$ cat src/sv/sgu_pkg.sv
`default_nettype none

package sgu_pkg;

    localparam int MAX_WIDTH  = 1024;
    localparam int MAX_HEIGHT = 1024;
    localparam int PIXEL_BITS = 8;

    localparam int CFG_W  = 11;
    localparam int IDX_W  = 1;
    localparam int POS_W  = 10;
    localparam int GRAD_W = 11;

    localparam int COL_W  = $clog2(MAX_WIDTH);
    localparam int ROW_W  = $clog2(MAX_HEIGHT);
    localparam int WID_W  = $clog2(MAX_WIDTH + 1);
    localparam int HGT_W  = $clog2(MAX_HEIGHT + 1);
    localparam int CMPW_W = (CFG_W > WID_W) ? CFG_W : WID_W;
    localparam int CMPH_W = (CFG_W > HGT_W) ? CFG_W : HGT_W;
    localparam int PAIR_W = 2 * PIXEL_BITS;

    localparam logic [IDX_W-1:0] REG_FRAME_WIDTH  = IDX_W'(0);
    localparam logic [IDX_W-1:0] REG_FRAME_HEIGHT = IDX_W'(1);

    localparam logic [CFG_W-1:0] WIDTH_RESET  = CFG_W'(640);
    localparam logic [CFG_W-1:0] HEIGHT_RESET = CFG_W'(480);

    typedef struct packed {
        logic [PIXEL_BITS-1:0] e1;
        logic [PIXEL_BITS-1:0] e2;
        logic [ROW_W-1:0]      row;
        logic [COL_W-1:0]      col;
        logic                  interior;
        logic                  last_col;
        logic                  last_row;
    } pix_item_t;

    typedef struct packed {
        logic      valid;
        pix_item_t item;
    } stage_t;

    // Pixels are summed modulo the gradient width, which matches the
    // wrap of the result field for any pixel depth.
    function automatic logic [GRAD_W-1:0] ext(input logic [PIXEL_BITS-1:0] p);
        return GRAD_W'(p);
    endfunction

endpackage

`default_nettype wire

$ cat src/sv/sgu_grad_if.sv
`default_nettype none

interface sgu_grad_if;
    logic                              valid;
    logic                              ready;
    logic [sgu_pkg::POS_W-1:0]         out_row;
    logic [sgu_pkg::POS_W-1:0]         out_col;
    logic signed [sgu_pkg::GRAD_W-1:0] grad_x_quarters;
    logic signed [sgu_pkg::GRAD_W-1:0] grad_y_quarters;
    logic signed [sgu_pkg::GRAD_W-1:0] grad_t_quarters;
    logic                              last_of_run;

    modport source (output valid, output out_row, output out_col,
                    output grad_x_quarters, output grad_y_quarters,
                    output grad_t_quarters, output last_of_run, input ready);
    modport sink   (input valid, input out_row, input out_col,
                    input grad_x_quarters, input grad_y_quarters,
                    input grad_t_quarters, input last_of_run, output ready);
endinterface

`default_nettype wire

$ cat src/sv/sgu_result.sv
`default_nettype none

module sgu_result (
    input  wire logic                          clk,
    input  wire logic                          rst_n,
    input  wire sgu_pkg::stage_t               stage_a,
    input  wire logic [sgu_pkg::PAIR_W-1:0]    upper_pair,
    output logic                               advance,
    sgu_grad_if.source                         grad
);

    localparam int P = sgu_pkg::PIXEL_BITS;

    logic [sgu_pkg::PAIR_W-1:0] left_reg;
    logic [sgu_pkg::PAIR_W-1:0] upleft_reg;

    logic [2:0]                 mask_reg;
    logic [2:0]                 mask_next;
    logic [sgu_pkg::ROW_W-1:0]  row_reg;
    logic [sgu_pkg::COL_W-1:0]  col_reg;
    logic [sgu_pkg::GRAD_W-1:0] gx_reg;
    logic [sgu_pkg::GRAD_W-1:0] gy_reg;
    logic [sgu_pkg::GRAD_W-1:0] gt_reg;

    logic [sgu_pkg::GRAD_W-1:0] a1, a2, b1, b2, d1, d2, e1, e2;
    logic [sgu_pkg::GRAD_W-1:0] gx_next;
    logic [sgu_pkg::GRAD_W-1:0] gy_next;
    logic [sgu_pkg::GRAD_W-1:0] gt_next;
    logic [2:0]                 mask_rest;
    logic                       single;
    logic                       take;
    logic                       b_free;

    assign mask_rest = mask_reg & (mask_reg - 3'd1);
    assign single    = (mask_reg != 3'b000) && (mask_rest == 3'b000);
    assign take      = grad.valid && grad.ready;
    assign b_free    = (mask_reg == 3'b000) || (take && single);
    assign advance   = stage_a.valid && b_free;

    always_comb
    begin
        e1 = sgu_pkg::ext(stage_a.item.e1);
        e2 = sgu_pkg::ext(stage_a.item.e2);
        b1 = sgu_pkg::ext(upper_pair[P-1:0]);
        b2 = sgu_pkg::ext(upper_pair[2*P-1:P]);
        a1 = sgu_pkg::ext(upleft_reg[P-1:0]);
        a2 = sgu_pkg::ext(upleft_reg[2*P-1:P]);
        d1 = sgu_pkg::ext(left_reg[P-1:0]);
        d2 = sgu_pkg::ext(left_reg[2*P-1:P]);

        gx_next = (b1 + b2 + e1 + e2) - (a1 + a2 + d1 + d2);
        gy_next = (d1 + d2 + e1 + e2) - (a1 + a2 + b1 + b2);
        gt_next = (a2 + b2 + d2 + e2) - (a1 + b1 + d1 + e1);

        if (advance)
        begin
            mask_next = {stage_a.item.last_row, stage_a.item.last_col,
                         stage_a.item.interior};
        end
        else if (take)
        begin
            mask_next = mask_rest;
        end
        else
        begin
            mask_next = mask_reg;
        end
    end

    always_ff @(posedge clk or negedge rst_n)
    begin
        if (!rst_n)
        begin
            mask_reg   <= 3'b000;
            left_reg   <= '0;
            upleft_reg <= '0;
        end
        else
        begin
            mask_reg <= mask_next;
            if (advance)
            begin
                left_reg   <= {stage_a.item.e2, stage_a.item.e1};
                upleft_reg <= upper_pair;
            end
        end
    end

    always_ff @(posedge clk)
    begin
        if (advance)
        begin
            row_reg <= stage_a.item.row;
            col_reg <= stage_a.item.col;
            gx_reg  <= gx_next;
            gy_reg  <= gy_next;
            gt_reg  <= gt_next;
        end
    end

    always_comb
    begin
        grad.valid       = (mask_reg != 3'b000);
        grad.last_of_run = single;
        priority if (mask_reg[0])
        begin
            grad.out_row         = sgu_pkg::POS_W'(row_reg - sgu_pkg::ROW_W'(1));
            grad.out_col         = sgu_pkg::POS_W'(col_reg - sgu_pkg::COL_W'(1));
            grad.grad_x_quarters = gx_reg;
            grad.grad_y_quarters = gy_reg;
            grad.grad_t_quarters = gt_reg;
        end
        else if (mask_reg[1])
        begin
            grad.out_row         = sgu_pkg::POS_W'(row_reg - sgu_pkg::ROW_W'(1));
            grad.out_col         = sgu_pkg::POS_W'(col_reg);
            grad.grad_x_quarters = '0;
            grad.grad_y_quarters = '0;
            grad.grad_t_quarters = '0;
        end
        else
        begin
            grad.out_row         = sgu_pkg::POS_W'(row_reg);
            grad.out_col         = sgu_pkg::POS_W'(col_reg);
            grad.grad_x_quarters = '0;
            grad.grad_y_quarters = '0;
            grad.grad_t_quarters = '0;
        end
    end

endmodule

`default_nettype wire

$ cat src/flat_wrapper.sv
// flat-port wrapper written by rule: the top's interface ports become plain ports
module sgu_result_flat 
  (clk, rst_n, stage_a, upper_pair, advance, grad_valid, grad_out_row, grad_out_col, grad_grad_x_quarters, grad_grad_y_quarters, grad_grad_t_quarters, grad_last_of_run, grad_ready);
  sgu_grad_if grad_i ();
  input  wire logic clk;
  input  wire logic rst_n;
  input  wire sgu_pkg::stage_t stage_a;
  input  wire logic [sgu_pkg::PAIR_W-1:0] upper_pair;
  output logic advance;
  output wire logic [$bits(grad_i.valid)-1:0] grad_valid;
  output wire logic [$bits(grad_i.out_row)-1:0] grad_out_row;
  output wire logic [$bits(grad_i.out_col)-1:0] grad_out_col;
  output wire logic [$bits(grad_i.grad_x_quarters)-1:0] grad_grad_x_quarters;
  output wire logic [$bits(grad_i.grad_y_quarters)-1:0] grad_grad_y_quarters;
  output wire logic [$bits(grad_i.grad_t_quarters)-1:0] grad_grad_t_quarters;
  output wire logic [$bits(grad_i.last_of_run)-1:0] grad_last_of_run;
  input wire logic [$bits(grad_i.ready)-1:0] grad_ready;
  assign grad_valid = grad_i.valid;
  assign grad_out_row = grad_i.out_row;
  assign grad_out_col = grad_i.out_col;
  assign grad_grad_x_quarters = grad_i.grad_x_quarters;
  assign grad_grad_y_quarters = grad_i.grad_y_quarters;
  assign grad_grad_t_quarters = grad_i.grad_t_quarters;
  assign grad_last_of_run = grad_i.last_of_run;
  assign grad_i.ready = grad_ready;
  sgu_result u_core (.clk(clk), .rst_n(rst_n), .stage_a(stage_a), .upper_pair(upper_pair), .advance(advance), .grad(grad_i));
endmodule
$ cat config.mk
export PLATFORM = sky130hd
export DESIGN_NAME = sgu_result_flat
export DESIGN_NICKNAME = d
export VERILOG_FILES = /design/src/sv/sgu_pkg.sv /design/src/sv/sgu_grad_if.sv /design/src/sv/sgu_result.sv /design/src/flat_wrapper.sv
export SDC_FILE = /design/constraint.sdc
export NUM_CORES = 1
export LEC_CHECK = 0
export BUFFER_PORTS_ARGS = -buffer_cell sky130_fd_sc_hd__clkbuf_2
export CORE_UTILIZATION = 50
export DETAILED_ROUTE_END_ITERATION = 10
export HOLD_SLACK_MARGIN = 0.02
export MAX_ROUTING_LAYER = met4
export PLACE_DENSITY = 0.71
export RECOVER_POWER = 25
export SETUP_SLACK_MARGIN = 0.4
export SLEW_MARGIN = 15
export SYNTH_ARGS = -nofsm -noshare
export SYNTH_HDL_FRONTEND = slang
export SYNTH_SLANG_ARGS = --single-unit
$ cat constraint.sdc
create_clock -name clk -period 8.8 [get_ports clk]
set_input_delay 0.88 -clock clk [delete_from_list [all_inputs] [get_ports clk]]
set_output_delay 0.88 -clock clk [all_outputs]
set_load 0.005 [all_outputs]
==> flow_summary.toml, run 1 <==
[placed_design]
placed_cells = 1197
portBuffers = 114
gp_congestion = 0.887
dp_hpwl_um = 15100
dpl_cell_area_mm2 = 0.00964

[synth]
seq_area_frac_synth = 0.279
synth_cells = 871
synthArstFlopShare = 0.398
yosysTopAreaCell = "fa_1"
synth_top_area_frac = 0.208
synth_area_leaders = "fa_1 21%, edfxtp_1 18%, ha_1 12%"
ys_types = 44
netlist_area_mm2 = 0.00885
synth_edf_count = 53
synthFlopType = "edfxtp_1"
syn_avg_cell_area_um2 = 10.2
ys_ff_latch = 88
synth_nets = 1107
yosysWarnings = 0

[hold_path]
hold_depth = 1
hold_start = "u_core.upleft_reg[11]"
hold_class = "reg2reg"
hold_path_end = "u_core.upleft_reg[11]"

[global_routing]
grt_pass1_vias = 5972
antenna_found_initial = 0
grt_max_degree = 54
grt_pass1_wl_um = 29200
grt_overflow_total = 0
grt_usage = 0.218

[clocking]
clockBufferDepth = 2
cts_setup_buffers = 0
cts-htree-levels = 3
cts_hold_buf = 0
worstSkewPairLatency_ns = 0.35
cts.clk_slew.worst_paths_ns = 0.06
cts_tree = "built"
cts_buffers = 9
ctsResizeCount = 0
cts.sinks = 88
cts_root_buffer = "clkbuf_16"

[drt]
drtIter0Drc = 354
post_drt_wl_per_cell_um = 14.9
wirelength_um = 18100
dr.pass1.iters = 4
detail-route-antenna-nets = 0
via_per_inst = 5.00
vias = 6071
drc = 0

[setup_path]
worstPathArrival_ns = 5.20
end_kind = "flop"
r2r-end = "u_core.gy_reg[8]"
cp.required_ns = 8.90
reg2reg_slack_ns = 3.86
reg2reg_from = "u_core.left_reg[8]"
cp_max_fo = 5
start_kind = "primary input"
r2r_cells = 19
worstSetupPathType = "in2reg"

[sta]
fin_crit_ns = 5.11
worst_pin_slew_ns = 2.14
fin_tns_setup_ns = 0
relSlewSlack = -0.426
fin_crit_sh = 0.580
skew_ns = 0.0111
drv_slew = 36
hold_viol = 0
fmax_mhz = 196
setup_violations = 0
grt_setup_unrepaired = "no"

[layout]
final_nets = 1219
fin_area_mm2 = 0.00996
finalNonFillerCells = 1213
drive_gt1_frac = 0.156
synthToLayoutAreaGrowth_pct = 12.5
fin_util = 0.576
insertedDiodeCount = 0

[run_status]
violations = "max-capacitance violations, max-slew violations"
outcome = "finished, violations left"

[floorplan]
io_pins = 115
rows = 48
die_w_um = 135
core-area_mm2 = 0.0173
dieHeight_um = 135
fp.dieArea_mm2 = 0.0182
initial_core_util = 0.512

[run]
cap_viol_max_count = 1
==> synthesized netlist by cell type (all sizes together) (10+ instances only) <==
cell type	number
fa	92
mux2i	14
or3	10
and2	34
dfrtp	35
edfxtp	53
inv	213
ha	85
o21a	10
a21oi	32
nand3	13
nand2	30
o21ai	17
mux2	19
nor2	22
nor3	21
clkbuf	10
xnor2	58
a21o	18
xor2	26
==> layer usage <==
metal | GRT usage | vias to the layer above | wire, um
met5 | - | - | 0
met4 | 0.0662 | 0 | 301
met3 | 0.0327 | 20 | 939
met2 | 0.340 | 156 | 8170
met1 | 0.296 | 2891 | 8710
li1 | - | 3004 | -
==> worst max-delay path: stages <==
cell and delay (ns):
clkbuf_2 0.11, ha_1 0.24, fa_1 0.45, a21o_1 0.20, a21oi_1 0.21, o21ai_0 0.17
nor2_1 0.15, xnor2_1 0.13, fa_1 0.49, inv_1 0.05, fa_1 0.52, inv_1 0.05
fa_1 0.52, inv_1 0.04, ha_1 0.35, o21a_1 0.13, o21a_1 0.16, o22ai_1 0.24
xnor2_1 0.09
==> cell usage in the layout, fill, tap and decap left out, types with 2 or more instances in the layout <==
master,n
nor3_1,20
o2111ai_1,2
o21ai_0,16
ha_1,85
o21bai_1,5
bufinv_16,2
nand2_1,30
nand4_1,2
edfxtp_1,53
o41ai_1,2
mux2i_1,14
xor2_1,26
a211oi_1,7
mux2_2,19
xnor2_1,58
clkbuf_2,111
fa_1,92
nand3_1,13
nor4_1,6
dfrtp_1,35
o21a_1,10
inv_1,212
nand2b_1,3
clkbuf_1,5
buf_4,2
a21o_1,18
o211ai_1,7
and2_1,34
a21oi_1,32
nor2_1,22
or3_1,9
a31oi_1,3
o22ai_1,3
nor2b_1,5
clkbuf_16,9
==> worst max path at each step <==
stage               slack [ns]  cells past startpoint           from               end
floorplan                 3.80                     18  upper_pair[0]  u_core.gt_reg[8]
global placement          3.40                     19  upper_pair[0]  u_core.gt_reg[8]
detailed placement        3.33                     19  upper_pair[0]  u_core.gt_reg[8]
CTS                       3.70                     19  upper_pair[0]  u_core.gt_reg[8]
global route              3.41                     19  upper_pair[0]  u_core.gt_reg[8]
finish                    3.69                     19  upper_pair[0]  u_core.gt_reg[8]
==> cell type report <==
class | instances | area [um^2]
Multi-Input combinational cell | 554 | 5500
Sequential cell | 88 | 2470
Inverter | 213 | 800
Timing Repair Buffer | 117 | 586
Tap cell | 225 | 282
Fill cell | 1536 | 7340
Clock inverter | 5 | 81.3
Clock buffer | 11 | 243
==> metrics by stage <==
| stage | worst slack (ns) | hold slack [ns] |
|---|---|---|
| 2_1_floorplan | 3.80 | 0.510 |
| 3_3_place_gp | 3.40 | 0.529 |
| 3_5_place_dp | 3.33 | 0.532 |
| 4_1_cts | 3.70 | 0.546 |
| 5_1_grt | 3.41 | 0.566 |
| 6_report | 3.69 | 0.547 |
==> logic make-up after synthesis <==
kind of cell / synth area share
buffers and inverters: 0.101
xor gates and xnor gates: 0.0831
AOI/OAI and AO/OA: 0.0788
muxes: 0.0400
adders and majority gates: 0.328
and+or+nand+nor: 0.0898
DFF: 0.279
Power of run 1 is not shown: default switching activity piles up to over one toggle a cycle in this logic, so the estimate is an artifact.
==> run 2: changes to the inputs <==
- clock period: 8.8 -> 5.1 ns (I/O delays scaled with it)
==> run 2 against run 1 <==
Net effect:
- the run still ends with max-capacitance violations, max-slew violations left
- count of clock-buffer cells in the layout is the same
- wire length grew 4.8%
- register-to-register slack lost 3.3 ns
- non-clock buffer count grew 5
- cell area grew 2.0%
- via count grew 1.2%
- critical path depth is the same
- worst hold slack lost 0.21 ns
- worst setup slack lost 3.1 ns
- flip-flop and latch count is the same
- first-iteration DRC count shrank 10%
==> flow_summary.toml, run 2 (synthesis gave the netlist of run 1 again) <==
[run_status]
outcome = "finished, violations left"
violations = "max-capacitance violations, max-slew violations"

[sta]
finalWorstSetupSlack_ns = 0.583
fin_crit_ns = 4.52
fin_tns_setup_ns = 0
fin_crit_sh = 0.886
relSlewSlack = -0.451
setup_violations = 0
drv_slew = 36
skew_ns = 0.00665
grt_setup_unrepaired = "no"
hold_viol = 0
fmax_mhz = 221
worst_pin_slew_ns = 2.18

[floorplan]
io_pins = 115
core-area_mm2 = 0.0173
dieHeight_um = 135
initial_core_util = 0.512
fp.dieArea_mm2 = 0.0182
rows = 48
die_w_um = 135

[placed_design]
portBuffers = 114
dpl_cell_area_mm2 = 0.00964
placed_cells = 1197
dp_hpwl_um = 15500
gp_congestion = 0.867
detailedPlace.worstSlack_ns = 0.0773

[run]
cap_viol_max_count = 1

[drt]
post_drt_wl_per_cell_um = 15.6
vias = 6143
wirelength_um = 19000
dr.pass1.iters = 5
via_per_inst = 5.04
detail-route-antenna-nets = 0
drtIter0Drc = 318
drc = 0

[setup_path]
end_kind = "flop"
start_kind = "flop"
worstSetupPathType = "reg2reg"
cp.required_ns = 5.20
worstPathArrival_ns = 4.62
cp_max_fo = 5

[layout]
drive_gt1_frac = 0.193
final_common_cell = "inv_1"
layout.area.seq_mm2 = 0.00247
insertedDiodeCount = 0
multi_input_area_mm2 = 0.00568
final_nets = 1224
fin_area_mm2 = 0.0102
finalNonFillerCells = 1218
fillers = 1480
synthToLayoutAreaGrowth_pct = 14.8
layout_common_cells = "212 x inv_1, 113 x clkbuf_2, 88 x fa_1"

[clocking]
clockBufferDepth = 2
cts_root_buffer = "clkbuf_16"
cts_hold_buf = 0
cts-htree-levels = 3
worstSkewPairLatency_ns = 0.35
cts.sinks = 88
cts_buffers = 9
cts.clk_slew.worst_paths_ns = 0.06
cts_tree = "built"

[global_routing]
grt_overflow_total = 0
grt_max_degree = 45
grt_pass1_wl_um = 30200
antenna_found_initial = 0
grt_usage = 0.225
grt_pass1_vias = 6103

[hold_path]
hold_class = "in2reg"
[run 2: cell types whose count changed in the layout (fill, tap and decap cells not counted), sizes merged]
cell,previous run,this run
bufinv,2,1
clkinv,2,3
buf,2,8
clkbuf,126,125
[run 2: worst paths after layout]
kind | start | endpoint | slack [ns] | cells after the start
setup reg to reg | u_core.left_reg[8] | u_core.gy_reg[10] | 0.58 | 19
hold reg to reg | u_core.upleft_reg[13] | u_core.upleft_reg[13] | 0.55 | 1
setup / recovery | u_core.left_reg[8] | u_core.gy_reg[10] | 0.58 | 19
min in group asynchronous | rst_n | u_core.left_reg[10] | 0.80 | 1
max in group asynchronous | rst_n | u_core.left_reg[2] | 2.91 | 1
hold / removal | stage_a[8] | u_core.col_reg[5] | 0.33 | 1
[run 2: metrics by stage]
step	utilization	hold WS [ns]
2_1_floorplan	-	0.214
3_3_place_gp	0.557	0.525
3_5_place_dp	0.557	0.532
4_1_cts	0.578	0.321
5_1_grt	0.587	0.320
6_report	0.587	0.332
[run 2: repair_timing]
| action | 4_1_cts | 5_1_grt |
|---|---|---|
| setup buffers | 1 | 4 |
| pin swaps | 1 | 12 |
| endpoints found under the setup margin | 6 | 13 |
| cloned | 0 | 0 |
| resized for setup | 7 | 33 |
[run 2: metal layers]
metal  vias to the layer above  GRT usage  routed length (um)
met3                        15     0.0379                1040
met5                         -          -                   0
met1                      2945      0.300                8910
li1                       3027          -                   -
met2                       156      0.361                8810
met4                         0     0.0531                 226
[run 2: critical path, cell delays in order (launching register included)]
cell	delay, ns
dfrtp_1	0.39
ha_2	0.20
inv_1	0.08
fa_2	0.40
nor2b_1	0.13
o21ai_1	0.11
a21oi_2	0.23
a211oi_2	0.06
xor2_1	0.17
fa_1	0.49
inv_1	0.05
fa_1	0.47
inv_1	0.05
fa_1	0.53
inv_1	0.07
ha_4	0.30
o21a_1	0.13
o21a_1	0.13
o22ai_2	0.09
o21a_1	0.20
[run 2: layout make-up]
cell class	instances	share of cell area
clock inverters	5	0.00554
inverters	213	0.0787
well taps	225	0.0277
clock buffers	11	0.0239
flip-flops and latches	88	0.243
repair buffers	122	0.0620
multi-input cells	554	0.559
Power of run 2 is left out for the same reason.
==> run 3: changes to the inputs <==
- MAX_ROUTING_LAYER: met4 -> unset
==> run 3 against run 2 <==
Net effect:
- the run still ends with max-capacitance violations, max-slew violations left
- register-to-register slack hardly changed
- utilization is 0.19 points lower
- via count is 0.91% lower
- worst hold slack better by 0.0047 ns
- non-clock buffer count decreased by 1
- critical path depth decreased by 2
- count of clock-buffer cells in the layout fell by 1
- highest routed layer unchanged
==> flow_summary.toml, run 3 (synthesis gave the netlist of run 1 again) <==
[sta]
hold_viol = 0
fin_tns_setup_ns = 0
fin_crit_sh = 0.885
drv_slew = 36
relSlewSlack = -0.415
setup_violations = 0
fin_crit_ns = 4.51
fmax_mhz = 222
worst_pin_slew_ns = 2.12
skew_ns = 0.0118
grt_setup_unrepaired = "yes"

[setup_path]
reg2reg_slack_ns = 0.59
worstPathArrival_ns = 4.61
worstSetupPathType = "reg2reg"
cp.required_ns = 5.19
end_kind = "flop"
r2r-end = "u_core.gy_reg[9]"
r2r_cells = 17
cp_max_fo = 7
reg2reg_from = "u_core.left_reg[4]"
start_kind = "flop"

[floorplan]
die_w_um = 135
fp.dieArea_mm2 = 0.0182
io_pins = 115
dieHeight_um = 135
initial_core_util = 0.512
core-area_mm2 = 0.0173
rows = 48

[clocking]
cts.clk_slew.worst_paths_ns = 0.06
cts_tree = "built"
cts_root_buffer = "clkbuf_16"
cts-htree-levels = 3
cts_buffers = 9
worstSkewPairLatency_ns = 0.35
clockBufferDepth = 2
cts.sinks = 88

[layout]
insertedDiodeCount = 0
final_common_cell = "inv_1"
synthToLayoutAreaGrowth_pct = 14.4
final_nets = 1223
layout_common_cells = "212 x inv_1, 113 x clkbuf_2, 90 x fa_1"
drive_gt1_frac = 0.188
multi_input_area_mm2 = 0.00562
layout.area.seq_mm2 = 0.00247
fillers = 1496

[drt]
post_drt_wl_per_cell_um = 15.0
detail-route-antenna-nets = 0
drc = 0
dr.pass1.iters = 4
drtIter0Drc = 223
via_per_inst = 5.00
wirelength_um = 18200
vias = 6087

[global_routing]
grt_usage = 0.211
grt_overflow_total = 0
grt_pass1_vias = 6015
grt_pass1_wl_um = 29400
antenna_found_initial = 0
grt_max_degree = 45

[hold_path]
hold_start = "stage_a[8]"
hold_class = "in2reg"
hold_path_end = "u_core.col_reg[5]"
hold_depth = 1

[run_status]
outcome = "finished, violations left"
violations = "max-capacitance violations, max-slew violations"

[placed_design]
portBuffers = 114
gp_congestion = 0.868
dp_hpwl_um = 15100

[run]
cap_viol_max_count = 1
-- run 3: per-stage QoR --
step / std cells / instance area (um^2) / setup WS [ns] / hold slack [ns] / util
2_1_floorplan: 871 / 8850 / 0.473 / 0.214 / -
3_3_place_gp: 1197 / 9640 / 0.141 / 0.523 / 0.557
3_5_place_dp: 1197 / 9640 / 0.0449 / 0.533 / 0.557
4_1_cts: 1213 / 10000 / 0.441 / 0.322 / 0.579
5_1_grt: 1217 / 10100 / 0.391 / 0.323 / 0.585
6_report: 1217 / 10100 / 0.587 / 0.337 / 0.585
-- run 3: routing by layer --
layer	routed length (um)	up-vias	GRT usage
li1	-	3011	-
met1	8490	2917	0.283
met5	0	-	0
met3	1130	22	0.0454
met4	308	0	0.0556
met2	8280	137	0.346
-- run 3: area by class of cell --
| class | count | area share |
|---|---|---|
| clock buffers | 10 | 0.0226 |
| clock inverters | 6 | 0.0107 |
| inverters | 213 | 0.0790 |
| multi-input cells | 554 | 0.555 |
| flip-flops and latches | 88 | 0.244 |
| well taps | 225 | 0.0278 |
| repair buffers | 121 | 0.0614 |
-- run 3: repair_timing --
item | in CTS | in global routing
resized for setup | 8 | 25
endpoints found under the setup margin | 6 | 11
endpoints found under the hold margin | 0 | 0
hold buffers | 0 | 0
pin swaps | 1 | 7
setup buffers | 0 | 4
-- run 3: critical path, stage by stage (launching register included) --
cell and delay, ns:
dfrtp_1 0.40, inv_1 0.09, ha_2 0.41, nand3_1 0.09, o211ai_1 0.28, nor4_1 0.08, nor3_1 0.25, xnor2_1 0.12
fa_1 0.48, inv_1 0.06, fa_1 0.49, inv_1 0.07, fa_1 0.54, inv_1 0.04, ha_1 0.23, or3_1 0.37
o21ai_1 0.16, xnor2_1 0.09
-- run 3: worst max-delay path by stage --
stage	from	to	slack [ns]	depth (start not counted)
floorplan	upper_pair[0]	u_core.gt_reg[8]	0.47	18
global placement	upper_pair[0]	u_core.gt_reg[8]	0.14	19
detailed placement	upper_pair[0]	u_core.gt_reg[8]	0.04	19
CTS	u_core.upleft_reg[0]	u_core.gt_reg[10]	0.44	18
global route	u_core.left_reg[3]	u_core.gy_reg[9]	0.39	17
finish	u_core.left_reg[4]	u_core.gy_reg[9]	0.59	17
Power of run 3 is left out for the same reason.
