[src/sv/sgu_pkg.sv]
`default_nettype none

package sgu_pkg;

    localparam int MAX_WIDTH  = 1024;
    localparam int MAX_HEIGHT = 1024;
    localparam int PIXEL_BITS = 8;

    localparam int CFG_W  = 11;
    localparam int IDX_W  = 1;
    localparam int POS_W  = 10;
    localparam int GRAD_W = 11;

    localparam int COL_W  = $clog2(MAX_WIDTH);
    localparam int ROW_W  = $clog2(MAX_HEIGHT);
    localparam int WID_W  = $clog2(MAX_WIDTH + 1);
    localparam int HGT_W  = $clog2(MAX_HEIGHT + 1);
    localparam int CMPW_W = (CFG_W > WID_W) ? CFG_W : WID_W;
    localparam int CMPH_W = (CFG_W > HGT_W) ? CFG_W : HGT_W;
    localparam int PAIR_W = 2 * PIXEL_BITS;

    localparam logic [IDX_W-1:0] REG_FRAME_WIDTH  = IDX_W'(0);
    localparam logic [IDX_W-1:0] REG_FRAME_HEIGHT = IDX_W'(1);

    localparam logic [CFG_W-1:0] WIDTH_RESET  = CFG_W'(640);
    localparam logic [CFG_W-1:0] HEIGHT_RESET = CFG_W'(480);

    typedef struct packed {
        logic [PIXEL_BITS-1:0] e1;
        logic [PIXEL_BITS-1:0] e2;
        logic [ROW_W-1:0]      row;
        logic [COL_W-1:0]      col;
        logic                  interior;
        logic                  last_col;
        logic                  last_row;
    } pix_item_t;

    typedef struct packed {
        logic      valid;
        pix_item_t item;
    } stage_t;

    // Pixels are summed modulo the gradient width, which matches the
    // wrap of the result field for any pixel depth.
    function automatic logic [GRAD_W-1:0] ext(input logic [PIXEL_BITS-1:0] p);
        return GRAD_W'(p);
    endfunction

endpackage

`default_nettype wire

[src/sv/sgu_pixel_if.sv]
`default_nettype none

interface sgu_pixel_if;
    logic                            valid;
    logic                            ready;
    logic [sgu_pkg::PIXEL_BITS-1:0]  pixel_first;
    logic [sgu_pkg::PIXEL_BITS-1:0]  pixel_second;

    modport source (output valid, output pixel_first, output pixel_second, input ready);
    modport sink   (input valid, input pixel_first, input pixel_second, output ready);
endinterface

`default_nettype wire

[src/sv/sgu_raster.sv]
`default_nettype none

module sgu_raster (
    input  wire logic                          clk,
    input  wire logic                          rst_n,
    input  wire logic                          cfg_we,
    input  wire logic [sgu_pkg::IDX_W-1:0]     cfg_index,
    input  wire logic [sgu_pkg::CFG_W-1:0]     cfg_data,
    sgu_pixel_if.sink                          pix,
    input  wire logic                          advance,
    output sgu_pkg::stage_t                    stage_a,
    output logic                               ram_en,
    output logic [sgu_pkg::COL_W-1:0]          ram_addr,
    output logic [sgu_pkg::PAIR_W-1:0]         ram_wdata
);

    logic [sgu_pkg::CFG_W-1:0]  width_reg;
    logic [sgu_pkg::CFG_W-1:0]  height_reg;
    logic [sgu_pkg::ROW_W-1:0]  row_reg;
    logic [sgu_pkg::ROW_W-1:0]  row_next;
    logic [sgu_pkg::COL_W-1:0]  col_reg;
    logic [sgu_pkg::COL_W-1:0]  col_next;
    logic                       a_valid_reg;
    sgu_pkg::pix_item_t         a_item_reg;
    sgu_pkg::pix_item_t         a_item_next;

    logic [sgu_pkg::CMPW_W-1:0] w_raw;
    logic [sgu_pkg::CMPW_W-1:0] w_clamped;
    logic [sgu_pkg::CMPH_W-1:0] h_raw;
    logic [sgu_pkg::CMPH_W-1:0] h_clamped;
    logic [sgu_pkg::WID_W-1:0]  w_lim;
    logic [sgu_pkg::HGT_W-1:0]  h_lim;
    logic                       col_last;
    logic                       row_last;
    logic                       accept;

    assign pix.ready = !a_valid_reg || advance;
    assign accept    = pix.valid && pix.ready;

    always_comb
    begin
        w_raw = sgu_pkg::CMPW_W'(width_reg);
        if (w_raw < sgu_pkg::CMPW_W'(2))
        begin
            w_clamped = sgu_pkg::CMPW_W'(2);
        end
        else if (w_raw > sgu_pkg::CMPW_W'(sgu_pkg::MAX_WIDTH))
        begin
            w_clamped = sgu_pkg::CMPW_W'(sgu_pkg::MAX_WIDTH);
        end
        else
        begin
            w_clamped = w_raw;
        end

        h_raw = sgu_pkg::CMPH_W'(height_reg);
        if (h_raw < sgu_pkg::CMPH_W'(2))
        begin
            h_clamped = sgu_pkg::CMPH_W'(2);
        end
        else if (h_raw > sgu_pkg::CMPH_W'(sgu_pkg::MAX_HEIGHT))
        begin
            h_clamped = sgu_pkg::CMPH_W'(sgu_pkg::MAX_HEIGHT);
        end
        else
        begin
            h_clamped = h_raw;
        end

        w_lim    = sgu_pkg::WID_W'(w_clamped);
        h_lim    = sgu_pkg::HGT_W'(h_clamped);
        col_last = (sgu_pkg::WID_W'(col_reg) == w_lim - sgu_pkg::WID_W'(1));
        row_last = (sgu_pkg::HGT_W'(row_reg) == h_lim - sgu_pkg::HGT_W'(1));

        if (col_last)
        begin
            col_next = '0;
            row_next = row_last ? '0 : row_reg + sgu_pkg::ROW_W'(1);
        end
        else
        begin
            col_next = col_reg + sgu_pkg::COL_W'(1);
            row_next = row_reg;
        end

        a_item_next.e1       = pix.pixel_first;
        a_item_next.e2       = pix.pixel_second;
        a_item_next.row      = row_reg;
        a_item_next.col      = col_reg;
        a_item_next.interior = (row_reg != '0) && (col_reg != '0);
        a_item_next.last_col = (row_reg != '0) && col_last;
        a_item_next.last_row = row_last;
    end

    assign ram_en    = accept;
    assign ram_addr  = col_reg;
    assign ram_wdata = {pix.pixel_second, pix.pixel_first};

    always_ff @(posedge clk or negedge rst_n)
    begin
        if (!rst_n)
        begin
            width_reg   <= sgu_pkg::WIDTH_RESET;
            height_reg  <= sgu_pkg::HEIGHT_RESET;
            row_reg     <= '0;
            col_reg     <= '0;
            a_valid_reg <= 1'b0;
        end
        else
        begin
            if (cfg_we)
            begin
                unique case (cfg_index)
                    sgu_pkg::REG_FRAME_WIDTH:  width_reg  <= cfg_data;
                    sgu_pkg::REG_FRAME_HEIGHT: height_reg <= cfg_data;
                endcase
                row_reg <= '0;
                col_reg <= '0;
            end
            else if (accept)
            begin
                row_reg <= row_next;
                col_reg <= col_next;
            end

            if (accept)
            begin
                a_valid_reg <= 1'b1;
            end
            else if (advance)
            begin
                a_valid_reg <= 1'b0;
            end
        end
    end

    always_ff @(posedge clk)
    begin
        if (accept)
        begin
            a_item_reg <= a_item_next;
        end
    end

    assign stage_a.valid = a_valid_reg;
    assign stage_a.item  = a_item_reg;

endmodule

`default_nettype wire

[src/flat_wrapper.sv]
// flat-port wrapper written by rule: the top's interface ports become plain ports
module sgu_raster_flat 
  (clk, rst_n, cfg_we, cfg_index, cfg_data, advance, stage_a, ram_en, ram_addr, ram_wdata, pix_valid, pix_pixel_first, pix_pixel_second, pix_ready);
  sgu_pixel_if pix_i ();
  input  wire logic clk;
  input  wire logic rst_n;
  input  wire logic cfg_we;
  input  wire logic [sgu_pkg::IDX_W-1:0] cfg_index;
  input  wire logic [sgu_pkg::CFG_W-1:0] cfg_data;
  input  wire logic advance;
  output sgu_pkg::stage_t stage_a;
  output logic ram_en;
  output logic [sgu_pkg::COL_W-1:0] ram_addr;
  output logic [sgu_pkg::PAIR_W-1:0] ram_wdata;
  input wire logic [$bits(pix_i.valid)-1:0] pix_valid;
  input wire logic [$bits(pix_i.pixel_first)-1:0] pix_pixel_first;
  input wire logic [$bits(pix_i.pixel_second)-1:0] pix_pixel_second;
  output wire logic [$bits(pix_i.ready)-1:0] pix_ready;
  assign pix_i.valid = pix_valid;
  assign pix_i.pixel_first = pix_pixel_first;
  assign pix_i.pixel_second = pix_pixel_second;
  assign pix_ready = pix_i.ready;
  sgu_raster u_core (.clk(clk), .rst_n(rst_n), .cfg_we(cfg_we), .cfg_index(cfg_index), .cfg_data(cfg_data), .pix(pix_i), .advance(advance), .stage_a(stage_a), .ram_en(ram_en), .ram_addr(ram_addr), .ram_wdata(ram_wdata));
endmodule
[config.mk]
export PLATFORM = sky130hd
export DESIGN_NAME = sgu_raster_flat
export DESIGN_NICKNAME = d
export VERILOG_FILES = /design/src/sv/sgu_pkg.sv /design/src/sv/sgu_pixel_if.sv /design/src/sv/sgu_raster.sv /design/src/flat_wrapper.sv
export SDC_FILE = /design/constraint.sdc
export NUM_CORES = 1
export LEC_CHECK = 0
export ABC_AREA = 1
export BUFFER_PORTS_ARGS = -buffer_cell sky130_fd_sc_hd__buf_2
export CORE_MARGIN = 8
export CORE_UTILIZATION = 55
export DETAILED_ROUTE_END_ITERATION = 10
export PLACE_DENSITY = 0.81
export SYNTH_ARGS = -nofsm -noshare
export SYNTH_HDL_FRONTEND = slang
export SYNTH_SLANG_ARGS = --single-unit
[constraint.sdc]
create_clock -name clk -period 7.5 [get_ports clk]
set_input_delay 0.75 -clock clk [delete_from_list [all_inputs] [get_ports clk]]
set_output_delay 0.75 -clock clk [all_outputs]
set_load 0.01 [all_outputs]
==> qor.yml, run 1 <==
io_pins: 101
gp_congestion: 0.903
cp_top_family: "simple AND/OR/NAND/NOR gates"
ir_worst_vdd_v: 0.000140
grt_first_pass_wirelength_um: 17000
clk_pin_slew_ns: 0.08
setup_viol: 0
cpMostUsedCell: "nand2_1"
crit_buf_inv: 1
utilization_pct: 62.3
drt_iter0_drc: 227
overflow: 0
avgSynthCellArea_um2: 8.27
drive_gt1_share_pct: 21.0
vias_per_cell: 5.11
clk_latency_ns: 0.36
cts_buffer_depth: 2
synth_top_family_by_area: "simple AND/OR/NAND/NOR gates"
drv_slew: 0
worstSetupEndpointType: "flop"
slowest_delay_ns: 0.44
finalCritPeriodShare_pct: 41.2
synth-async-reset-ratio_pct: 52.4
synth-edff-count: 39
synth_area_um2: 4460
start_util_pct: 55.4
worstPathRequired_ns: 7.74
synth_xor_area_share_pct: 3.45
tritoncts: "done"
routedWlPerCell_um: 14.3
whs_ns: 0.494
finalHoldViolations: 0
period_needed_ns: 3.09
largest_reg_flops: 39
grt_antenna_before_repair: 0
drc: 0
tightestPinTransition_ns: 0.975
cts_made_buffers: 9
detail-route-antenna-nets: 0
synthAdderAreaFrac_pct: 1.68
cts-root-buf: "clkbuf_8"
synth-seq-cells: 82
setup_tns_ns: 0
rsz0062_at_grt: "no"
outcome: "finished, final reports clean"
fin_cells: 725
place_hpwl_um: 8080
gr-usage-all-layers_pct: 18.5
cts.htree.levels: 3
postRouteWirelength_um: 10400
dr.pass1.iters: 4
drv_cap: 0
synth_area_leader_cell: "edfxtp_1"
ctsHoldBuffers: 0
yosysSeqAreaShare_pct: 50.5
synth_compound_area_share_pct: 7.17
cts_sinks: 82
dr_total_vias: 3702
synth.distinct_cells: 34
cp.arrival_ns: 3.33
syn_inst: 540
grt_pass1_vias: 3496
antenna_cells: 0
hp-class: "flop to flop"
ys_top_cells_by_count: "163 x nand2_1, 65 x inv_1, 56 x nor2_1, 39 x edfxtp_1, 38 x nand3_1"
path_cells: "nor2_1, nand2_1, o21bai_4, a21oi_1, ha_1, inv_1, nand2_1, nand3_1, nand2_1, nor2_1, nand2_1, nor2_1, nand3_2, nand2_1, nand2_1, nand2_1, nand2_1"
start_kind: "flop"
synth-simple-area-share_pct: 25.6
final_nets: 654
yosysMostFrequentCell: "nand2_1"
critPathSlowestCell: "dfrtp_1"
cts_resized: 0
ys_warn_count: 0
die_area_um2: 11300
rows: 33
synthesis.nets: 579
die_h_um: 106
die_w_um: 106
fmax_ghz: 0.324
max_slew_margin_pct: 35.0
ys.flop_type: "edfxtp_1"
synth_top_area_share_pct: 26.2
synth_area_leaders: "edfxtp_1 26%, dfrtp_1 21%, nand2_1 14%"
coreArea_um2: 8050
powerDensity_nw_per_um2: 224
crit_fanout: 18
leakage_uw: 0.00246
place_inst: 709
synth_mux_area_share_pct: 0
post_cts_buffers: 0
io_buffers: 100
skew_ns: 0.00726
grt_max_degree: 44
syn_to_final_growth_pct: 12.4
timing_worst_setup_path_type: "flop to flop"
==> layer usage <==
layer,routed length (um),global-route usage (%)
met3,761,5.57
met2,4900,30.0
met1,4600,23.1
met4,97,5.83
met5,0,0
==> report_power, final <==
group          switching, uW  leakage, uW  internal (uW)
Sequential              40.1     0.000928            521
Combinational            175      0.00146            105
Clock                    162    0.0000795            123
==> path summary, 6_finish.rpt <==
kind / cells past startpoint / endpoint / from / slack (ns)
max in group asynchronous: 1 / u_core.a_valid_reg / rst_n / 6.34
min reg2reg: 0 / u_core.stage_a[17] / u_core.row_reg[4] / 0.49
max: 17 / u_core.row_reg[2] / u_core.w_raw[3] / 4.41
min in group asynchronous: 1 / u_core.w_raw[0] / rst_n / 0.55
max reg2reg: 17 / u_core.row_reg[2] / u_core.w_raw[3] / 4.41
min: 0 / u_core.stage_a[17] / u_core.row_reg[4] / 0.49
==> area by class of cell <==
type	count	area, um^2
clock buffer	10	128
clock inverter	6	48.8
fill	734	3030
inverter	66	248
multi-input combinational	354	1690
sequential	82	2250
tap	105	131
timing repair buffer	102	515
==> cells by family after synthesis <==
logic type / Yosys count
AND/OR/NAND/NOR: 277
buffers and inverters: 104
flip-flops: 82
AO/OA/AOI/OAI: 55
XOR/XNOR: 16
adder cells (fa/ha/maj): 6
==> worst reg2reg max path: cells and delay by family, from the launching register on <==
| family | cells | cell delay (ns) |
|---|---|---|
| AO/OA/AOI/OAI | 2 | 0.52 |
| adder cells (fa/ha/maj) | 1 | 0.27 |
| buffers and inverters | 1 | 0.07 |
| flip-flops | 1 | 0.44 |
| AND/OR/NAND/NOR | 13 | 1.69 |
==> stage by stage <==
stage | setup WS [ns] | cell area [um^2] | total power (uW)
6_report | 4.41 | 5020 | 1130
5_1_grt | 4.16 | 5020 | 1190
4_1_cts | 4.42 | 5020 | 1130
3_5_place_dp | 4.45 | 4840 | 849
3_3_place_gp | 4.51 | 4840 | 836
2_1_floorplan | 4.31 | 4460 | 770
==> layout by cell type, fill, tap and decap left out, types with 9 or more instances in the layout <==
| cell | instances |
|---|---|
| a21oi_1 | 10 |
| buf_2 | 100 |
| clkbuf_8 | 9 |
| dfrtp_1 | 37 |
| edfxtp_1 | 39 |
| inv_1 | 65 |
| nand2_1 | 163 |
| nand3_1 | 38 |
| nor2_1 | 56 |
| o21ai_0 | 36 |
| xor2_1 | 12 |
No activity file was read; power rests on OpenSTA's default activity.
==> inputs of run 2 (changes only) <==
Settings changed: CORE_UTILIZATION 55 to 49, PLACE_DENSITY 0.81 to 0.76.
Clock period 7.5 ns to 2.6 ns, I/O delays scaled along.
==> run 2 against run 1 <==
  * Die area up 10%
  * Combinational power grew to 3.5 times the previous value
  * Core utilization fell by 1.6 points
  * Final cell count grew 5.0%
  * Register-to-register slack worse by 4.3 ns
  * Global-route usage decreased by 1.1 points
  * Setup slack lost 4.3 ns
  * Fmax rose by 23%
  * Critical path type unchanged
  * Critical endpoint is now u_core.ram_addr[3]
==> qor.yml, run 2 (same netlist as run 1, synthesis figures left out) <==
rows: 35  # +6.1%
cp.arrival_ns: 2.75  # -0.58 ns
drv_cap: 0  # unchanged
r2r_cells: 14  # -3
whs_ns: 0.0277  # -0.466 ns
setup.worst_path.start: "u_core.w_raw[8]"
gp_congestion: 0.917  # +1.5%
drt_iter0_drc: 246  # +8.4%
timing.rr.end: "u_core.ram_addr[3]"
setup_viol: 0  # unchanged
crit_fanout: 8  # -10
largest_reg_flops: 39  # unchanged
period_needed_ns: 2.50  # -0.583 ns
tritoncts: "done"
drc: 0  # unchanged
grt_max_degree: 44  # unchanged
leakage_uw: 0.00267  # +8.4%
cts-root-buf: "clkbuf_8"
cts_buffer_depth: 2  # unchanged
die_h_um: 111  # +5.0%
max_slew_margin_pct: 37.5  # +2.5 points
place_hpwl_um: 8100  # +0.27%
drv_slew: 0  # unchanged
die_w_um: 111  # +5.0%
rsz0062_at_grt: "yes"
hp-class: "input port to asynchronous set/reset pin"
dr.pass1.iters: 5  # +1
timing_worst_setup_path_type: "flop to flop"
finalCritPeriodShare_pct: 96.3  # +55 points
crit_end: "u_core.ram_addr[3]"
grt_antenna_before_repair: 0  # unchanged
overflow: 0  # unchanged
worstSetupEndpointType: "flop"
fmax_ghz: 0.399  # +23%
worstPathRequired_ns: 2.84  # -4.90 ns
detail-route-antenna-nets: 0  # unchanged
io_buffers: 100  # unchanged
timing.rr.start: "u_core.w_raw[8]"
syn_to_final_growth_pct: 22.6
grt_first_pass_wirelength_um: 18100  # +6.7%
cts_sinks: 82  # unchanged
routedWlPerCell_um: 14.7  # +2.6%
final_nets: 684  # +4.6%
ir_worst_vdd_v: 0.000348  # +150%
postRouteWirelength_um: 11200  # +7.7%
final_cell_mix: "155 x nand2_1, 100 x buf_2, 63 x inv_1"
regArea_um2: 2260  # about the same
total_power_uw: 3690  # +230%
mostFrequentLayoutCell: "nand2_1"
start_kind: "flop"
start_util_pct: 49.5  # -6.0 points
grt_pass1_vias: 3859  # +10%
vias_per_cell: 5.07  # -0.64%
multi_input_area_um2: 1810  # +7.1%
cts_made_buffers: 9  # unchanged
coreArea_um2: 9020  # +12%
cts.htree.levels: 3  # unchanged
place_inst: 735  # +3.7%
dr_total_vias: 3861  # +4.3%
die_area_um2: 12400  # +10%
clk_latency_ns: 0.37  # about the same
powerDensity_nw_per_um2: 673  # +200%
gr-usage-all-layers_pct: 17.3  # -1.1 points
outcome: "finished, final reports clean"
antenna_cells: 0  # unchanged
fin_cells: 761  # +5.0%
io_pins: 101  # unchanged
skew_ns: 0.0133  # +0.00608 ns
drive_gt1_share_pct: 28.9  # +8.0 points
finalHoldViolations: 0  # unchanged
clk_pin_slew_ns: 0.09  # about the same
tightestPinTransition_ns: 0.938  # -0.0371 ns
fill_cells: 758  # +3.3%
reg2reg_setup_slack_ns: 0.1  # -4.32 ns
==> run 2: report_power, final <==
group / switching (uW) / total [uW] / internal (uW)
sequential: 105 / 1610 / 1500
clock: 470 / 1110 / 641
combinational: 576 / 967 / 391
==> run 2: stage by stage <==
step | TNS (ns) | instance area, um^2 | utilization [%] | worst slack, ns
after CTS | 0 | 5260 | 58.3 | 0.00852
after floorplan | 0 | 4470 | - | 0.0824
after detailed placement | -0.449 | 5020 | 55.6 | -0.0764
final | 0 | 5480 | 60.7 | 0.0951
after global placement | 0 | 5020 | 55.6 | 0.0194
after global routing | -2.16 | 5480 | 60.7 | -0.143
==> run 2: layout make-up <==
type	instances	share of cell area, %
multi-input cells	354	33.1
repair buffers	132	14.1
inverters	66	4.59
well taps	111	2.54
clock inverters	6	2.08
clock buffers	10	2.33
flip-flops and latches	82	41.2
==> run 2: repair_timing <==
item | in CTS | in global routing
pin swaps | 0 | 5
setup endpoints to repair | 12 | 22
resized for setup | 1 | 38
gates cloned | 0 | 2
hold buffers | 0 | 0
setup buffers | 0 | 8
==> run 2: how the worst min path moves through the flow <==
stage / startpoint / slack [ns] / end
6_report: rst_n / 0.03 / u_core.row_reg[4]
5_1_grt: pix_pixel_second[4] / 0.06 / u_core.stage_a[27]
4_1_cts: rst_n / 0.06 / u_core.row_reg[5]
3_5_place_dp: pix_pixel_second[3] / 0.45 / u_core.stage_a[26]
3_3_place_gp: rst_n / 0.44 / u_core.row_reg[1]
2_1_floorplan: rst_n / -0.04 / u_core.a_valid_reg
==> run 2: per-layer routing <==
metal	vias to the layer above	global-route usage [%]	routed length (um)	share of wire, %
li1	1909	-	-	-
met1	1767	21.6	4650	42
met2	160	27.2	5260	47
met3	25	5.05	955	8.6
met4	0	7.73	286	2.6
met5	-	0	0	0
==> run 2: critical path: stages, from the launching register on <==
cell and delay [ns]:
dfrtp_1 0.41, nor2_1 0.14, nand3_2 0.16, o21bai_4 0.18, a21oi_4 0.08, ha_4 0.27, xor2_1 0.16, nand3_1 0.11
a21oi_2 0.11, nand3_1 0.07, nor2_1 0.11, nand3_2 0.14, o21bai_4 0.21, clkbuf_16 0.19, nor2_1 0.04
==> inputs of run 3 (changes only) <==
Settings changed: CELL_PAD_IN_SITES_DETAIL_PLACEMENT from default to 0, CELL_PAD_IN_SITES_GLOBAL_PLACEMENT from default to 1, CORE_UTILIZATION 49 to 36, RECOVER_POWER from default to 50.
==> run 3 against run 2 <==
  * Combinational power down 2%
  * Flip-flop and latch count unchanged
  * Clock power increased by 13%
  * Count of clock-buffer cells in the layout shrank 1
  * Non-clock buffer count down 2
  * Power up 3.3%
  * Register-to-register slack better by 0.03 ns
  * Sequential power hardly changed
  * Cell area up 1.5%
  * Sequential share of layout area shrank 0.60 points
  * Setup slack gained 0.027 ns
  * Critical path type unchanged
  * Largest cell class unchanged
  * Largest power group unchanged
==> qor.yml, run 3 (same netlist as run 1, synthesis figures left out) <==
start_kind: "flop"
powerDensity_nw_per_um2: 686  # +1.8%
largest_reg_flops: 39  # unchanged
clk_latency_ns: 0.34  # -0.03 ns
grt_pass1_vias: 3632  # -5.9%
leakage_uw: 0.00260  # -2.6%
overflow: 0  # unchanged
antenna_cells: 0  # unchanged
skew_ns: 0.00824  # -0.00510 ns
total_power_uw: 3810  # +3.3%
routedWlPerCell_um: 13.9  # -5.4%
fill_cells: 1174  # +55%
cts_buffer_depth: 2  # unchanged
cts_made_buffers: 9  # unchanged
period_needed_ns: 2.48  # -0.0265 ns
highest_layer: "met4"
final_nets: 683  # -0.15%
clk_pin_slew_ns: 0.06  # -0.03 ns
drc: 0  # unchanged
dp_worst_setup_slack_ns: -0.0819  # -0.00542 ns
worstSetupEndpointType: "flop"
vias_per_cell: 4.63  # -8.8%
ir_worst_vdd_v: 0.000302  # -13%
met2RoutedLength_um: 5070  # -3.6%
cpMostUsedCell: "nand2_1"
gr-usage-all-layers_pct: 13.8  # -3.5 points
reg2reg_setup_slack_ns: 0.12  # +0.03 ns
drv_slew: 0  # unchanged
setup_tns_ns: 0  # unchanged
setup_viol: 0  # unchanged
grt_max_degree: 44  # unchanged
io_buffers: 100  # unchanged
fmax_ghz: 0.403  # +1.1%
timing.rr.end: "u_core.row_reg[5]"
cts.htree.levels: 3  # unchanged
finalCritPeriodShare_pct: 95.3  # -1.0 points
ctsHoldBuffers: 0  # unchanged
r2r_cells: 16  # +2
route.met3.wl_um: 762  # -20%
start_util_pct: 37.0  # -12 points
dr_total_vias: 3782  # -2.0%
fin_cells: 817  # +7.4%
postRouteWirelength_um: 11300  # +1.5%
worstPathRequired_ns: 2.87  # +0.03 ns
place_hpwl_um: 8370  # +3.3%
setup_slack_ns: 0.122  # +0.0265 ns
gp_congestion: 0.845  # -7.8%
path_cells: "nor2_1, nand2_1, o21bai_4, a21oi_2, ha_4, nand2_1, nor2_2, nand2_1, nand2_1, nand2_1, nor2_1, nand3_2, o21bai_4, clkbuf_16, nand2_1, nand2_1"
tritoncts: "done"
drt_iter0_drc: 238  # -3.3%
cp.arrival_ns: 2.75  # about the same
cts-root-buf: "clkbuf_16"
timing_worst_setup_path_type: "flop to flop"
io_pins: 101  # unchanged
cts_sinks: 82  # unchanged
max_slew_margin_pct: 33.8  # -3.7 points
dr.pass1.iters: 5  # unchanged
detail-route-antenna-nets: 0  # unchanged
drv_cap: 0  # unchanged
met1_length_um: 5360  # +15%
rows: 40  # +14%
drive_gt1_share_pct: 23.1  # -5.8 points
final_cell_mix: "161 x nand2_1, 67 x buf_2, 64 x inv_1"
critPathSlowestCell: "dfstp_2"
mostFrequentLayoutCell: "nand2_1"
coreArea_um2: 12100  # +34%
timing.rr.start: "u_core.w_raw[7]"
hp-class: "input port to asynchronous set/reset pin"
outcome: "finished, final reports clean"
syn_to_final_growth_pct: 24.5
tightestPinTransition_ns: 0.993  # +0.0549 ns
die_area_um2: 16200  # +31%
grt_antenna_before_repair: 0  # unchanged
crit_fanout: 8  # unchanged
finalHoldViolations: 0  # unchanged
die_w_um: 127  # +14%
place_inst: 790  # +7.5%
slowest_delay_ns: 0.56  # +0.15 ns
grt_first_pass_wirelength_um: 18000  # -0.68%
die_h_um: 127  # +14%
run 3: changes by cell type in the layout (fill, tap and decap cells not counted), sizes merged:
| cell | change |
|---|---|
| buf | -35 |
| clkbuf | +32 |
| clkinv | +5 |
| bufinv | -2 |
| clkinvlp | -1 |
| inv | -1 |
| nand2 | +1 |
run 3: layout make-up:
type                    instances  area [um^2]  share of cell area, %
flip-flops and latches         82         2260                   40.6
clock buffers                   9          225                   4.05
well taps                     168          210                   3.78
repair buffers                130          722                   13.0
clock inverters                 7         70.1                   1.26
multi-input cells             355         1820                   32.8
inverters                      66          251                   4.53
run 3: power by group:
part	leakage (uW)	internal, uW	switching, uW
Clock	0.000145	741	505
Sequential	0.000927	1510	105
Combinational	0.00153	382	570
Total	0.00260	2630	1180
run 3: layer usage:
layer | vias up | track usage, %
met1 | 1726 | 17.6
met5 | - | 0
li1 | 1916 | -
met3 | 12 | 4.53
met4 | 0 | 4.20
met2 | 128 | 21.8
run 3: worst max-delay path by stage:
stage / startpoint / slack, ns / endpoint / cells past startpoint
final: u_core.w_raw[7] / 0.12 / u_core.row_reg[5] / 16
after global routing: u_core.w_raw[7] / -0.04 / u_core.row_reg[8] / 15
after CTS: u_core.h_raw[6] / 0.02 / u_core.row_reg[2] / 16
after detailed placement: u_core.w_raw[7] / -0.08 / u_core.row_reg[0] / 16
after global placement: u_core.h_raw[3] / 0.004 / u_core.row_reg[0] / 15
after floorplan: u_core.w_raw[3] / 0.08 / u_core.row_reg[2] / 17
run 3: per-stage QoR:
stage / hold WS, ns / util, % / area [um^2]
after floorplan: -0.0356 / - / 4470
after global placement: 0.448 / 42.1 / 5070
after detailed placement: 0.450 / 42.1 / 5070
after CTS: 0.0964 / 44.6 / 5380
after global routing: 0.0986 / 46.1 / 5560
final: 0.0846 / 46.1 / 5560
run 3: timing repair:
| item | 4_1_cts | 5_1_grt |
|---|---|---|
| cloned | 0 | 3 |
| setup endpoints to repair | 12 | 22 |
| buffers inserted | 0 | 8 |
| pin swaps | 1 | 10 |
| gates resized for setup | 3 | 33 |
run 3: worst max-delay path, delay by kind of cell (launching register included):
kind	cells	cell delay, ns
buf+inv	1	0.19
compound gates	3	0.50
simple gates	11	0.98
flops	1	0.56
fa+ha+maj	1	0.18
